[config.mk]
export PLATFORM = sky130hd
export DESIGN_NAME = ffca_cell
export DESIGN_NICKNAME = d
export VERILOG_FILES = /design/src/hdl/assert_macros.svh /design/src/hdl/ffca_pkg.sv /design/src/hdl/ffca_cell.sv
export SDC_FILE = /design/constraint.sdc
export NUM_CORES = 1
export LEC_CHECK = 0
export BUFFER_PORTS_ARGS = -buffer_cell sky130_fd_sc_hd__buf_2
export CORE_MARGIN = 5
export CORE_UTILIZATION = 40
export CTS_BUF_LIST = sky130_fd_sc_hd__clkbuf_4
export DETAILED_ROUTE_END_ITERATION = 6
export PLACE_DENSITY = 0.75
export SYNTH_ARGS = -nofsm -noshare
export SYNTH_HDL_FRONTEND = slang
export SYNTH_SLANG_ARGS = --single-unit
[constraint.sdc]
create_clock -name clk -period 0.8 [get_ports clk]
set_input_delay 0 -clock clk [delete_from_list [all_inputs] [get_ports clk]]
set_output_delay 0 -clock clk [all_outputs]
set_load 0.005 [all_outputs]
[src/hdl/assert_macros.svh]
// Assertion macros used by the slot allocator sequencer.
`ifndef ASSERT_MACROS_SVH
`define ASSERT_MACROS_SVH

// Check a property on every rising clk edge outside reset.
`define FFCA_ASSERT(label, prop, msg) \
    label: assert property (@(posedge clk) disable iff (!rst_n) (prop)) else $error(msg);

// Check an implication on every rising clk edge outside reset.
`define FFCA_ASSERT_IMP(label, cond, prop, msg) \
    label: assert property (@(posedge clk) disable iff (!rst_n) (cond) |-> (prop)) \
        else $error(msg);

// Check a next-cycle implication on every rising clk edge outside reset.
`define FFCA_ASSERT_NXT(label, cond, prop, msg) \
    label: assert property (@(posedge clk) disable iff (!rst_n) (cond) |=> (prop)) \
        else $error(msg);

`endif

[src/hdl/ffca_pkg.sv]
// Shared constants, codes and types of the first-fit slot allocator.
`default_nettype none

package ffca_pkg;

    localparam int SLOTS    = 1024;
    localparam int TAG_BITS = 16;

    localparam int IDX_W = (SLOTS > 1) ? $clog2(SLOTS) : 1;
    localparam int CNT_W = $clog2(SLOTS + 1);

    localparam int CMD_W    = 2;
    localparam int PLATE_W  = 16;
    localparam int LOT_W    = 11;
    localparam int STATUS_W = 3;
    localparam int START_W  = 10;

    localparam logic [LOT_W-1:0] LOT_RESET = 11'd1024;

    typedef enum logic [CMD_W-1:0] {
        CMD_ALLOC   = 2'd0,
        CMD_RELEASE = 2'd1,
        CMD_CLEAR   = 2'd2
    } cmd_t;

    typedef enum logic [STATUS_W-1:0] {
        ST_ALLOCATED = 3'd0,
        ST_PRESENT   = 3'd1,
        ST_NO_ROOM   = 3'd2,
        ST_RELEASED  = 3'd3,
        ST_ABSENT    = 3'd4,
        ST_CLEARED   = 3'd5
    } status_t;

    typedef struct packed {
        logic shift;
        logic clear;
    } ring_ctrl_t;

endpackage

`default_nettype wire

[src/hdl/ffca_cell.sv]
// Owner ring slot: holds a tag; shift loads the neighbor's tag, clear zeroes it.
`default_nettype none

module ffca_cell (
    input  wire logic                             clk,
    input  wire logic                             rst_n,
    input  wire ffca_pkg::ring_ctrl_t             ctl,
    input  wire logic [ffca_pkg::TAG_BITS-1:0]    d,
    output logic      [ffca_pkg::TAG_BITS-1:0]    q
);

    logic [ffca_pkg::TAG_BITS-1:0] owner_reg;
    logic [ffca_pkg::TAG_BITS-1:0] owner_next;

    always_comb
    begin
        owner_next = owner_reg;
        if (ctl.clear)
        begin
            owner_next = '0;
        end
        else if (ctl.shift)
        begin
            owner_next = d;
        end
    end

    always_ff @(posedge clk or negedge rst_n)
    begin
        if (!rst_n)
        begin
            owner_reg <= '0;
        end
        else
        begin
            owner_reg <= owner_next;
        end
    end

    assign q = owner_reg;

endmodule

`default_nettype wire

After elaboration in Yosys (flattened, before gate mapping)
Cells that the tools add are included.
{"block": "op_classes", "n_reduce_logical": 1, "n_mux": 2}
{"op": "$mux W16", "count": 2}
{"op": "$reduce_bool A2 Y1", "count": 1}
{"block": "totals", "input_bits": 20, "regBits": 16}

Depth between registers and ports, before layout
{"block": "logic_depth", "ltp_word": 2, "mapped_depth": 4, "depth_no_buf": 2}

Worst setup path after synthesis
No wires, ideal clock.
{"block": "synth_path", "kind": "reg2reg", "start": "register, netlist name q[0]", "end": "register owner_reg (netlist bit q[0])", "setup_slack_ps": 149, "n_path_buf": 0, "arrival_ps": 525, "stages_incl_launch_ff": 3, "path_cell_list": "dfrtp_1 > mux2i_1 > nor2_1"}
{"item": "to (signal assigned)", "line": "ffca_cell.sv:36", "rtl": "owner_reg <= owner_next;"}
{"item": "to (decl)", "line": "ffca_cell.sv:12", "rtl": "logic [ffca_pkg::TAG_BITS-1:0] owner_reg;"}

Final worst setup path
{"block": "layout_path", "start": "register owner_reg (netlist bit q[11])", "end": "output q[11] in the netlist's numbering"}
{"item": "to (decl)", "line": "ffca_cell.sv:9", "rtl": "output logic [ffca_pkg::TAG_BITS-1:0] q"}
No word-level cell between the ends.

==> impl_metrics.toml <==
[cells_and_area]
areaGrowthSynthToFinish_pct = 56.25
n_fill_cell = 120
largest_reg_flops = 16
final_cell_mix = "35 x buf_2, 17 x dlygate4sd3_1, 16 x mux2i_1, 16 x nor2_1, 16 x dfrtp_1"
drive_gt1_share_pct = 37.14
layout.nets = 126
layout_commonest_cell = "buf_2"
num_antenna_cells = 0

[setup_path]
cp.arrival_ns = 0.80
critPathTopFamily = "flip-flops"
end_kind = "output port"
critical_path_class = "flip-flop to output port"
crit_slowest_cell = "dfrtp_1"
path_cells = "buf_2"
critical-path-max-stage-delay_ns = 0.40
cp_max_fo = 2
cp_data_required_time_ns = 0.80
cp_num_buf_inv = 1
startpoint_type = "flip-flop"

[sta]
drv_slew = 0
setup_viol = 0
max-slew-margin-rel_pct = 77.07
final-hold-violation-count = 0
rsz0062_at_grt = "true"
max_freq_ghz = 1.256
finalCriticalPeriod_ns = 0.7961
tightest_slew_ns = 0.3440
timing.final.crit_share_pct = 99.51
setup_tns_ns = 0
clock_skew_ns = 0
setup_ws_ns = 0.003943

[global_routing]
antenna_found_initial = 0
grt_max_degree = 17
track_usage_pct = 13.50
grt_pass1_wl_um = 2656
grt_pass1_vias = 563
grt_overflow_total = 0

[placed_design]
portBuffers = 35
gp_congestion = 0.6335
post-place-ws_ns = 0.1019
hpwl_um = 992.1

[yosys]
ys_warn_count = 0
yosysSeqAreaShare_pct = 60.61
syn_nets = 72
synthesis.area_sq_um = 660.6
avgSynthCellArea_sq_um = 12.70
syn_inst = 52
synth_cell_types = 7
ys_ff_latch = 16

[floorplan]
die_w_um = 50.64
core-area_sq_um = 1541
pin_count = 36
dieArea_sq_um = 2564
start_util_pct = 42.86
die_h_um = 50.64
row_count = 14

[detailed_routing]
drc = 0
vias = 554
vias_per_cell = 4.579
drt_wl_total_um = 1606
post_drt_wl_per_cell_um = 13.27
dr.pass1.iters = 4
drt.antenna.violating_nets = 0
drt_iter0_markers = 4

[flow_run]
maxCapViolations = 0

[min_path]
hold_path.class = "input pin to flip-flop"

[clock_tree]
cts_num_sinks = 16
ctsHtreeMaxLevel = 1
cts_made_buffers = 3
post_cts_buffers = 0
clk_pin_slew_worst_paths_ns = 0.09
insertion_delay_ns = 0.27
cts_tree = "built"
cts_max_path_buffers = 2
cts-root-buf = "clkbuf_4"
ctsResizeCount = 0

[pwr]
vdd_drop_max_v = 0.001258
power.leakage_nw = 0.5872
power.density_nw_per_um2 = 1520

[status]
status = "finished, final reports clean"
[timing repair]
action | 4_1_cts | 5_1_grt
setup endpoints to repair | 1 | 16
pin swaps | 0 | 0
endpoints found under the hold margin | 32 | 0
hold buffers | 17 | 0
[metal layers]
layer	wire (um)	vias to the layer above	track usage [%]
li1	-	278	-
met5	0	-	0
met2	848	16	22.73
met3	82	2	2.071
met1	653	258	17.25
met4	21	0	5.106
[through the flow]
stage	cells	total power, mW	utilization [%]	area (sq um)	hold slack [ns]
floorplan	52	1.007	-	660.6	-0.2956
global placement	100	1.114	54.22	835.8	-0.07795
detailed placement	100	1.120	54.22	835.8	-0.07616
CTS	121	1.585	66.96	1032	0.08183
global route	121	1.659	66.96	1032	0.08902
finish	121	1.569	66.96	1032	0.08868
[power breakdown]
| part | internal, mW | switching (mW) |
|---|---|---|
| clock network | 0.180 | 0.219 |
| logic | 0.172 | 0.122 |
| registers | 0.853 | 0.0222 |
| total | 1.21 | 0.363 |
[worst paths after layout]
path                       startpoint  endpoint  slack [ns]  cells past startpoint
min in group asynchronous       rst_n     q[11]        0.19                      2
min                            ctl[0]     q[11]        0.09                      2
min reg2reg                      q[3]      q[3]        0.52                      2
max reg2reg                      q[1]      q[1]        0.10                      2
max in group asynchronous       rst_n      q[0]        0.36                      2
max                             q[11]     q[11]       0.004                      1
[logic make-up after synthesis]
logic type	synth area share, %
buffers and inverters	6.059
DFF	60.61
muxes	24.24
and+or+nand+nor	9.091
[synth_stat cells (all sizes together)]
cell type   n  area share [%]
buf         4             6.1
dfrtp      16              61
mux2i      16              24
nor2       16             9.1
[cell type report]
type | count | area [sq um] | share of cell area, %
flip-flops and latches | 16 | 400.4 | 38.79
multi-input cells | 32 | 220.2 | 21.33
well taps | 16 | 20.02 | 1.939
clock buffers | 3 | 22.52 | 2.182
repair buffers | 53 | 365.4 | 35.39
clock inverters | 1 | 3.754 | 0.3636
No activity file was read; power rests on OpenSTA's default activity.
