===== config.mk =====
export PLATFORM = sky130hd
export DESIGN_NAME = ffca_ctrl_flat
export DESIGN_NICKNAME = d
export VERILOG_FILES = /design/src/hdl/ffca_pkg.sv /design/src/hdl/ffca_if.sv /design/src/hdl/ffca_ctrl.sv /design/src/flat_wrapper.sv
export VERILOG_INCLUDE_DIRS = /design/src /design/src/hdl
export SDC_FILE = /design/constraint.sdc
export NUM_CORES = 1
export LEC_CHECK = 0
export ABC_AREA = 1
export BUFFER_PORTS_ARGS = -buffer_cell sky130_fd_sc_hd__buf_2
export CAP_MARGIN = 20
export CORE_MARGIN = 2
export CORE_UTILIZATION = 40
export DETAILED_ROUTE_END_ITERATION = 12
export GPL_TIMING_DRIVEN = 0
export SLEW_MARGIN = 0
export SYNTH_ARGS = -nofsm -noshare
export SYNTH_HDL_FRONTEND = slang
export SYNTH_SLANG_ARGS = --single-unit

===== constraint.sdc =====
create_clock -name clk -period 2.8 [get_ports clk]
set_input_delay 0.14 -clock clk [delete_from_list [all_inputs] [get_ports clk]]
set_output_delay 0.14 -clock clk [all_outputs]
set_load 0.1 [all_outputs]

===== src/hdl/assert_macros.svh =====
// Assertion macros used by the slot allocator sequencer.
`ifndef ASSERT_MACROS_SVH
`define ASSERT_MACROS_SVH

// Check a property on every rising clk edge outside reset.
`define FFCA_ASSERT(label, prop, msg) \
    label: assert property (@(posedge clk) disable iff (!rst_n) (prop)) else $error(msg);

// Check an implication on every rising clk edge outside reset.
`define FFCA_ASSERT_IMP(label, cond, prop, msg) \
    label: assert property (@(posedge clk) disable iff (!rst_n) (cond) |-> (prop)) \
        else $error(msg);

// Check a next-cycle implication on every rising clk edge outside reset.
`define FFCA_ASSERT_NXT(label, cond, prop, msg) \
    label: assert property (@(posedge clk) disable iff (!rst_n) (cond) |=> (prop)) \
        else $error(msg);

`endif


===== src/hdl/ffca_pkg.sv =====
// Shared constants, codes and types of the first-fit slot allocator.
`default_nettype none

package ffca_pkg;

    localparam int SLOTS    = 1024;
    localparam int TAG_BITS = 16;

    localparam int IDX_W = (SLOTS > 1) ? $clog2(SLOTS) : 1;
    localparam int CNT_W = $clog2(SLOTS + 1);

    localparam int CMD_W    = 2;
    localparam int PLATE_W  = 16;
    localparam int LOT_W    = 11;
    localparam int STATUS_W = 3;
    localparam int START_W  = 10;

    localparam logic [LOT_W-1:0] LOT_RESET = 11'd1024;

    typedef enum logic [CMD_W-1:0] {
        CMD_ALLOC   = 2'd0,
        CMD_RELEASE = 2'd1,
        CMD_CLEAR   = 2'd2
    } cmd_t;

    typedef enum logic [STATUS_W-1:0] {
        ST_ALLOCATED = 3'd0,
        ST_PRESENT   = 3'd1,
        ST_NO_ROOM   = 3'd2,
        ST_RELEASED  = 3'd3,
        ST_ABSENT    = 3'd4,
        ST_CLEARED   = 3'd5
    } status_t;

    typedef struct packed {
        logic shift;
        logic clear;
    } ring_ctrl_t;

endpackage

`default_nettype wire


===== src/hdl/ffca_if.sv =====
// Handshake channel interfaces of the slot allocator.
`default_nettype none

interface ffca_req_if;
    logic                              valid;
    logic                              ready;
    logic [ffca_pkg::CMD_W-1:0]        cmd;
    logic [ffca_pkg::PLATE_W-1:0]      plate;
    logic [ffca_pkg::LOT_W-1:0]        car_length;

    modport source (output valid, cmd, plate, car_length, input ready);
    modport sink   (input valid, cmd, plate, car_length, output ready);
endinterface

interface ffca_rsp_if;
    logic                              valid;
    logic                              ready;
    logic [ffca_pkg::STATUS_W-1:0]     status;
    logic [ffca_pkg::START_W-1:0]      start_slot;

    modport source (output valid, status, start_slot, input ready);
    modport sink   (input valid, status, start_slot, output ready);
endinterface


`default_nettype wire


===== src/hdl/ffca_ctrl.sv =====
// Request sequencer: search pass and fill pass over the ring head, result register.
`default_nettype none

`include "assert_macros.svh"

module ffca_ctrl (
    input  wire logic                             clk,
    input  wire logic                             rst_n,
    input  wire logic [ffca_pkg::LOT_W-1:0]       lot_length,
    input  wire logic [ffca_pkg::TAG_BITS-1:0]    head,
    output logic      [ffca_pkg::TAG_BITS-1:0]    wb,
    output ffca_pkg::ring_ctrl_t                  ring,
    ffca_req_if.sink                              req,
    ffca_rsp_if.source                            rsp
);

    typedef enum logic [3:0] {
        S_IDLE = 4'b0001,
        S_SCAN = 4'b0010,
        S_FILL = 4'b0100,
        S_DONE = 4'b1000
    } state_t;

    state_t                          state_reg, state_next;
    logic [ffca_pkg::IDX_W-1:0]      idx_reg, idx_next;
    logic                            alloc_reg, alloc_next;
    logic [ffca_pkg::TAG_BITS-1:0]   tag_reg, tag_next;
    logic [ffca_pkg::LOT_W-1:0]      want_reg, want_next;
    logic                            present_reg, present_next;
    logic                            found_reg, found_next;
    logic [ffca_pkg::CNT_W-1:0]      run_reg, run_next;
    logic [ffca_pkg::IDX_W-1:0]      start_reg, start_next;
    ffca_pkg::status_t               res_reg, res_next;
    logic                            rsp_valid_reg, rsp_valid_next;
    ffca_pkg::status_t               status_reg, status_next;
    logic [ffca_pkg::START_W-1:0]    start_slot_reg, start_slot_next;

    logic [ffca_pkg::CNT_W-1:0]      used_len;
    logic                            in_lot;
    logic                            last;
    logic                            in_run;

    always_comb
    begin
        if (32'(lot_length) > 32'(ffca_pkg::SLOTS))
        begin
            used_len = ffca_pkg::CNT_W'(ffca_pkg::SLOTS);
        end
        else
        begin
            used_len = ffca_pkg::CNT_W'(lot_length);
        end
    end

    assign in_lot = ffca_pkg::CNT_W'(idx_reg) < used_len;
    assign last   = idx_reg == ffca_pkg::IDX_W'(ffca_pkg::SLOTS - 1);
    assign in_run = (idx_reg >= start_reg)
                 && (32'(idx_reg) < 32'(start_reg) + 32'(want_reg));

    assign req.ready = (state_reg == S_IDLE);

    always_comb
    begin
        state_next      = state_reg;
        idx_next        = idx_reg;
        alloc_next      = alloc_reg;
        tag_next        = tag_reg;
        want_next       = want_reg;
        present_next    = present_reg;
        found_next      = found_reg;
        run_next        = run_reg;
        start_next      = start_reg;
        res_next        = res_reg;
        rsp_valid_next  = rsp_valid_reg;
        status_next     = status_reg;
        start_slot_next = start_slot_reg;
        ring            = '0;
        wb              = head;

        if (rsp.ready)
        begin
            rsp_valid_next = 1'b0;
        end

        unique case (state_reg)
            S_IDLE:
            begin
                if (req.valid)
                begin
                    alloc_next = (req.cmd == ffca_pkg::CMD_ALLOC);
                    tag_next   = ffca_pkg::TAG_BITS'(req.plate);
                    want_next  = req.car_length;
                    if (req.cmd[1])
                    begin
                        ring.clear = 1'b1;
                        res_next   = ffca_pkg::ST_CLEARED;
                        state_next = S_DONE;
                    end
                    else
                    begin
                        idx_next     = '0;
                        present_next = 1'b0;
                        found_next   = 1'b0;
                        run_next     = '0;
                        start_next   = '0;
                        state_next   = S_SCAN;
                    end
                end
            end
            S_SCAN:
            begin
                ring.shift = 1'b1;
                idx_next   = last ? '0 : idx_reg + 1'b1;
                if (in_lot)
                begin
                    if (head == tag_reg)
                    begin
                        present_next = 1'b1;
                    end
                    if (!found_reg)
                    begin
                        if (head == '0)
                        begin
                            run_next = run_reg + 1'b1;
                            if (32'(run_reg) + 32'd1 == 32'(want_reg))
                            begin
                                found_next = 1'b1;
                                start_next = ffca_pkg::IDX_W'(32'(idx_reg) + 32'd1
                                                              - 32'(want_reg));
                            end
                        end
                        else
                        begin
                            run_next = '0;
                        end
                    end
                end
                if (last)
                begin
                    state_next = S_DONE;
                    if (alloc_reg)
                    begin
                        if (tag_reg == '0 || present_next)
                        begin
                            res_next = ffca_pkg::ST_PRESENT;
                        end
                        else if (!found_next)
                        begin
                            res_next = ffca_pkg::ST_NO_ROOM;
                        end
                        else
                        begin
                            state_next = S_FILL;
                        end
                    end
                    else
                    begin
                        if (tag_reg == '0 || !present_next)
                        begin
                            res_next = ffca_pkg::ST_ABSENT;
                        end
                        else
                        begin
                            state_next = S_FILL;
                        end
                    end
                end
            end
            S_FILL:
            begin
                ring.shift = 1'b1;
                idx_next   = last ? '0 : idx_reg + 1'b1;
                if (alloc_reg)
                begin
                    if (in_lot && in_run)
                    begin
                        wb = tag_reg;
                    end
                end
                else if (in_lot && head == tag_reg)
                begin
                    wb = '0;
                end
                if (last)
                begin
                    res_next   = alloc_reg ? ffca_pkg::ST_ALLOCATED : ffca_pkg::ST_RELEASED;
                    state_next = S_DONE;
                end
            end
            S_DONE:
            begin
                if (!rsp_valid_reg || rsp.ready)
                begin
                    rsp_valid_next  = 1'b1;
                    status_next     = res_reg;
                    start_slot_next = (res_reg == ffca_pkg::ST_ALLOCATED)
                                    ? ffca_pkg::START_W'(start_reg) : '0;
                    state_next      = S_IDLE;
                end
            end
            default:
            begin
                state_next = S_IDLE;
            end
        endcase
    end

    always_ff @(posedge clk or negedge rst_n)
    begin
        if (!rst_n)
        begin
            state_reg     <= S_IDLE;
            rsp_valid_reg <= 1'b0;
        end
        else
        begin
            state_reg     <= state_next;
            rsp_valid_reg <= rsp_valid_next;
        end
    end

    always_ff @(posedge clk)
    begin
        idx_reg        <= idx_next;
        alloc_reg      <= alloc_next;
        tag_reg        <= tag_next;
        want_reg       <= want_next;
        present_reg    <= present_next;
        found_reg      <= found_next;
        run_reg        <= run_next;
        start_reg      <= start_next;
        res_reg        <= res_next;
        status_reg     <= status_next;
        start_slot_reg <= start_slot_next;
    end

    assign rsp.valid      = rsp_valid_reg;
    assign rsp.status     = status_reg;
    assign rsp.start_slot = start_slot_reg;

    `FFCA_ASSERT_IMP(a_shift_in_pass, ring.shift,
        state_reg == S_SCAN || state_reg == S_FILL, "ring shifts outside a pass")
    `FFCA_ASSERT_IMP(a_pass_full_turn,
        (state_reg == S_SCAN || state_reg == S_FILL) && state_next != state_reg,
        last, "pass ends before a full ring turn")
    `FFCA_ASSERT_IMP(a_start_only_alloc,
        rsp_valid_reg && status_reg != ffca_pkg::ST_ALLOCATED,
        start_slot_reg == '0, "nonzero start slot on a non-allocation result")
    `FFCA_ASSERT_NXT(a_accept_busy, req.valid && req.ready,
        state_reg != S_IDLE, "sequencer idle after accepting a request")

endmodule

`default_nettype wire


===== src/flat_wrapper.sv =====
// flat-port wrapper written by rule: the top's interface ports become plain ports
module ffca_ctrl_flat 
  (clk, rst_n, lot_length, head, wb, ring, req_valid, req_cmd, req_plate, req_car_length, req_ready, rsp_valid, rsp_status, rsp_start_slot, rsp_ready);
  ffca_req_if req_i ();
  ffca_rsp_if rsp_i ();
  input  wire logic clk;
  input  wire logic rst_n;
  input  wire logic [ffca_pkg::LOT_W-1:0] lot_length;
  input  wire logic [ffca_pkg::TAG_BITS-1:0] head;
  output logic      [ffca_pkg::TAG_BITS-1:0] wb;
  output ffca_pkg::ring_ctrl_t ring;
  input wire logic [$bits(req_i.valid)-1:0] req_valid;
  input wire logic [$bits(req_i.cmd)-1:0] req_cmd;
  input wire logic [$bits(req_i.plate)-1:0] req_plate;
  input wire logic [$bits(req_i.car_length)-1:0] req_car_length;
  output wire logic [$bits(req_i.ready)-1:0] req_ready;
  output wire logic [$bits(rsp_i.valid)-1:0] rsp_valid;
  output wire logic [$bits(rsp_i.status)-1:0] rsp_status;
  output wire logic [$bits(rsp_i.start_slot)-1:0] rsp_start_slot;
  input wire logic [$bits(rsp_i.ready)-1:0] rsp_ready;
  assign req_i.valid = req_valid;
  assign req_i.cmd = req_cmd;
  assign req_i.plate = req_plate;
  assign req_i.car_length = req_car_length;
  assign req_ready = req_i.ready;
  assign rsp_valid = rsp_i.valid;
  assign rsp_status = rsp_i.status;
  assign rsp_start_slot = rsp_i.start_slot;
  assign rsp_i.ready = rsp_ready;
  ffca_ctrl u_core (.clk(clk), .rst_n(rst_n), .lot_length(lot_length), .head(head), .wb(wb), .ring(ring), .req(req_i), .rsp(rsp_i));
endmodule

; Word level (Yosys, flattened, before mapping)
; Index checks and enable logic that the tools add are counted.
; W data, S select, Z words.
[word_totals]
reg_bits = 82
[classes]
n_reduce_logical = 24
n_lt_le_gt_ge = 4
n_addsub = 6
muxes = 59
n_eq_ne = 19
[op_table]
columns = op, n
row1 = $mux W10, 7
row2 = $mux W11, 6
row3 = $mux W16, 4
row4 = $pmux W10 S2, 2
row5 = $mux W4, 9
row6 = $logic_not A16 Y1, 2
row7 = $lt A10 B32 Y1, 1
row8 = $mux W3, 8
row9 = $pmux W11 S2, 1
row10 = $add A10 B1 Y10 const B, 2
row11 = $mux W1, 17
row12 = $eq A16 B16 Y1, 1
row13 = $pmux W4 S4, 1
row14 = $reduce_and A7 Y1, 2
row15 = $add A10 B11 Y12, 1
row16 = $add A11 B1 Y12 const B, 1
row17 = $eq A12 B11 Y1, 1
row18 = $ne A2 B1 Y1 const B, 6
row19 = $add A11 B1 Y11 const B, 1
row20 = $gt A11 B11 Y1 const B, 1
row21 = $lt A10 B11 Y1, 1
row22 = $eq A10 B10 Y1 const B, 1
row23 = $ge A10 B10 Y1, 1
row24 = $sub A10 B10 Y10, 1
row25 = other kinds (22), 34

; Depth between registers and ports, before layout
[logic_depth]
word_depth = 12
mapped_depth = 20
mapped_depth_nobuf = 19

; Worst setup path before layout
; OpenSTA, ideal clock, no wires.
[synth_timing]
path_type = reg2out
from = reg u_core.want_reg[4] in the netlist's numbering
to = out wb[3] in the netlist's numbering
t_required_ns = 2.660
setup_slack_ns = -1.285
path_stages_with_launch = 17
arrival_time_ns = 3.945
cell_sequence = edfxtp_1 > ha_1 > a21oi_1 > o21ai_0 > a21oi_1 > xor2_1 > ha_1 > inv_1 > o31a_1 > nand2_1 > nand2_1 > nand2_1 > nand2_2 > buf_2 > nand3_1 > nand3_1 > a21oi_1
[synth_via]
elab_chain_cells = 7
[synth_rtl]
columns = item, line
row1 = "start, declared", ffca_ctrl.sv:28  ; logic [ffca_pkg::LOT_W-1:0] want_reg, want_next;
row2 = "start signal, assigned", ffca_ctrl.sv:227  ; want_reg <= want_next;
row3 = $add A10 B11 Y12, ffca_ctrl.sv:58  ; && (32'(idx_reg) < 32'(start_reg) + 32'(want_reg));
row4 = $lt A10 B32 Y1, ffca_ctrl.sv:58
row5 = $logic_and A1 B1 Y1, ffca_ctrl.sv:58
row6 = $logic_and A1 B1 Y1, ffca_ctrl.sv:175  ; if (in_lot && in_run)
row7 = $mux W16, ffca_ctrl.sv:175
row8 = $mux W16, ffca_ctrl.sv:173  ; if (alloc_reg)
row9 = $mux W16, ffca_ctrl.sv:85  ; unique case (state_reg)
row10 = "end, declared", flat_wrapper.sv:10  ; output logic [ffca_pkg::TAG_BITS-1:0] wb;
; Every way passes these cells.

; Final worst setup path
[layout_timing]
from = reg u_core.want_reg[0] in the netlist's numbering
to = out wb[3] in the netlist's numbering
; The elaborated chain is that of the path after synthesis.

==> flow_metrics.py <==
metrics = {
    "global_routing": {
        "grt_pass1_vias": 5518,
        "antenna_found_initial": 0,
        "grt_pass1_wl_um": 26300,
        "grt_max_degree": 30,
        "grt-ovfl-total": 0,
        "track_usage": 0.204,
    },
    "power": {
        "power.share.clock": 0.130,
        "p_sw_uw": 4530,
        "ir_worst_vdd_v": 0.000633,
        "leakagePower_uw": 0.00387,
        "finalPower_uw": 9320,
        "switching_share": 0.486,
        "power.share.sequential": 0.237,
        "p_comb_frac": 0.633,
        "p_int_uw": 4790,
        "power_density_mw_per_mm2": 1080,
    },
    "worst_setup_path": {
        "worstSetupEndpointType": "output pin",
        "crit_required_ns": 2.66,
        "start_kind": "flip-flop",
        "worst-setup-path-type": "flip-flop to output pin",
        "crit_fanout": 8,
        "crit_arrival_ns": 3.38,
    },
    "yosys": {
        "synth-seq-cells": 82,
        "syn_area_per_cell_um2": 8.09,
        "synth_top_area_frac": 0.370,
        "synthCells": 773,
        "yosysUniqueCellTypes": 42,
        "synth.net_count": 892,
        "yosysWarningCount": 0,
        "synthTopCellsByArea": "edfxtp_1, ha_1, nand2_1",
        "syn_area_mm2": 0.00625,
        "yosysTopAreaCell": "edfxtp_1",
        "ys_seq_area_frac": 0.390,
    },
    "status": {
        "outcome": "finished, violations left",
        "violations": "negative setup slack",
    },
    "drt": {
        "wl_per_cell_um": 14.4,
        "num_vias": 5723,
        "drt-total-wl_um": 16600,
        "ant_nets": 0,
        "viasPerCell": 4.99,
        "drc": 0,
        "drt_iter0_drc": 286,
        "dr.pass1.iters": 5,
    },
    "timing": {
        "post-route-min-period_ns": 3.52,
        "fin_skew_ns": 0.00817,
        "relSlewSlack": 0.441,
        "setup_ws_ns": -0.718,
        "slew_violations": 0,
        "worst_pin_slew_ns": 0.836,
        "hold_viol_final": 0,
        "tns_ns": -11.07,
        "fin_hold_ws_ns": 0.0625,
        "rsz0062_at_grt": "true",
        "setup_viol": 16,
        "finalCritPeriodShare": 1.26,
        "fmax_mhz": 284,
    },
    "placed_design": {
        "placed_area_mm2": 0.00727,
        "port_buffers": 92,
        "dp_hpwl_um": 12200,
        "post-place-ws_ns": -0.752,
        "gp_congestion": 0.834,
    },
    "layout": {
        "largest_reg_flops": 16,
        "n_antenna_cell": 0,
        "fin_nets": 1049,
        "syn2layout_area_growth_pct": 38.1,
        "drive_gt1_frac": 0.275,
        "fillCellCount": 1375,
        "fin_area_mm2": 0.00863,
    },
    "die": {
        "row_count": 45,
        "initial_core_util": 0.410,
        "io_pins": 93,
        "dieArea_mm2": 0.0166,
        "dieHeight_um": 129,
        "core-area_mm2": 0.0153,
        "die_x_um": 129,
    },
    "clock_network": {
        "cts-root-buf": "clkbuf_16",
        "cts.clk_slew.worst_paths_ns": 0.06,
        "ctsHtreeMaxLevel": 3,
        "cts_tree": "yes",
        "cts_sinks": 82,
        "ctsLongestPathBuffers": 2,
        "clkLatencyLatePin_ns": 0.35,
        "numCtsBuffers": 9,
    },
    "job": {
        "max_cap_viol_count": 0,
    },
    "min_path": {
        "holdCritPathClass": "primary input to flip-flop",
    },
}
kinds of logic (layout without fill, tap and decap cells):
group | after synthesis | in the layout | synth area share
AOI/OAI and AO/OA | 103 | 103 | 0.0979
xor gates and xnor gates | 24 | 24 | 0.0336
adders and majority gates | 59 | 59 | 0.121
buffers and inverters | 131 | 293 | 0.0825
DFF | 82 | 82 | 0.390
and+or+nand+nor | 374 | 374 | 0.275
placed cells by master, fill, tap and decap left out, types with 21 or more instances in the layout:
cell	instances
nand2_1	148
inv_1	110
buf_2	82
nor2_1	81
edfxtp_1	77
ha_1	48
nand3_1	42
a21oi_1	35
dlygate4sd3_1	28
nand3_2	25
buf_4	22
a21oi_4	21
per-stage QoR:
stage,cells,util
6_report,1146,0.566
5_1_grt,1146,0.566
2_1_floorplan,773,-
4_1_cts,1135,0.543
3_5_place_dp,1078,0.476
3_3_place_gp,1076,0.475
critical path: stages, from the launching register on:
cell,delay [ns]
edfxtp_1,0.43
ha_2,0.23
inv_2,0.04
fa_2,0.38
inv_4,0.10
a21oi_4,0.06
xor2_1,0.14
ha_1,0.29
inv_2,0.04
o31a_1,0.28
nand2_1,0.08
nand2_2,0.06
nand2_4,0.08
nand2_8,0.09
buf_8,0.17
nand3_2,0.06
nand3_2,0.09
a21oi_4,0.21
buf_12,0.20
worst paths after layout:
check / start / to / slack, ns / depth (start not counted)
max: u_core.want_reg[0] / wb[3] / -0.72 / 18
min: rsp_ready / u_core.rsp.valid / 0.06 / 4
max reg2reg: u_core.want_reg[4] / u_core.start_reg[9] / 0.13 / 15
min reg2reg: u_core.res_reg[2] / u_core.rsp.status[2] / 0.48 / 0
max in group asynchronous: rst_n / u_core.state_reg[0] / 2.44 / 2
min in group asynchronous: rst_n / u_core.state_reg[1] / 0.15 / 2
metal layers:
layer / vias up / wire (µm) / GRT usage
li1: 2931 / - / -
met1: 2601 / 7020 / 0.247
met2: 155 / 8240 / 0.355
met3: 36 / 830 / 0.0511
met4: 0 / 465 / 0.0684
met5: - / 0 / 0
final cells by class:
| class | instances | area, µm² | share of cell area |
|---|---|---|---|
| Buffer | 15 | 98.8 | 0.0115 |
| Clock inverter | 6 | 62.6 | 0.00725 |
| Sequential cell | 82 | 2440 | 0.283 |
| Timing Repair Buffer | 146 | 1220 | 0.141 |
| Multi-Input combinational cell | 560 | 3870 | 0.448 |
| Inverter | 116 | 438 | 0.0507 |
| Clock buffer | 10 | 239 | 0.0277 |
| Tap cell | 211 | 264 | 0.0306 |
cells in the mapped netlist, drive strengths merged:
library cell	count
a21oi	61
fa	2
ha	57
clkbuf	6
nor3b	3
nand2	173
nor4	5
dfrtp	4
clkinv	1
o21bai	3
buf	9
or2	2
xor2	18
nand3b	3
nor3	10
dfstp	1
o21ai	15
o31a	1
o211a	1
a31oi	17
o211ai	2
nor2	89
xnor2	6
or3	1
inv	115
edfxtp	77
and2	1
o31ai	1
nand3	70
o21a	2
nand4	17
power groups by stage:
stage               Sequential (µW)  Clock (µW)  Combinational, µW
floorplan                      2260           0               3570
global placement               2250           0               4540
detailed placement             2240           0               4600
CTS                            2210        1250               5180
global route                   2250        1290               6490
finish                         2210        1220               5900
timing repair:
| item | 4_1_cts | 5_1_grt |
|---|---|---|
| pin swaps | 10 | 16 |
| endpoints found under the setup margin | 43 | 37 |
| gates cloned | 0 | 2 |
| hold buffers | 28 | 0 |
| resized for setup | 88 | 43 |
| buffers inserted | 13 | 9 |
| hold endpoints to repair | 32 | 0 |
Power figures use the tool's default switching activity.
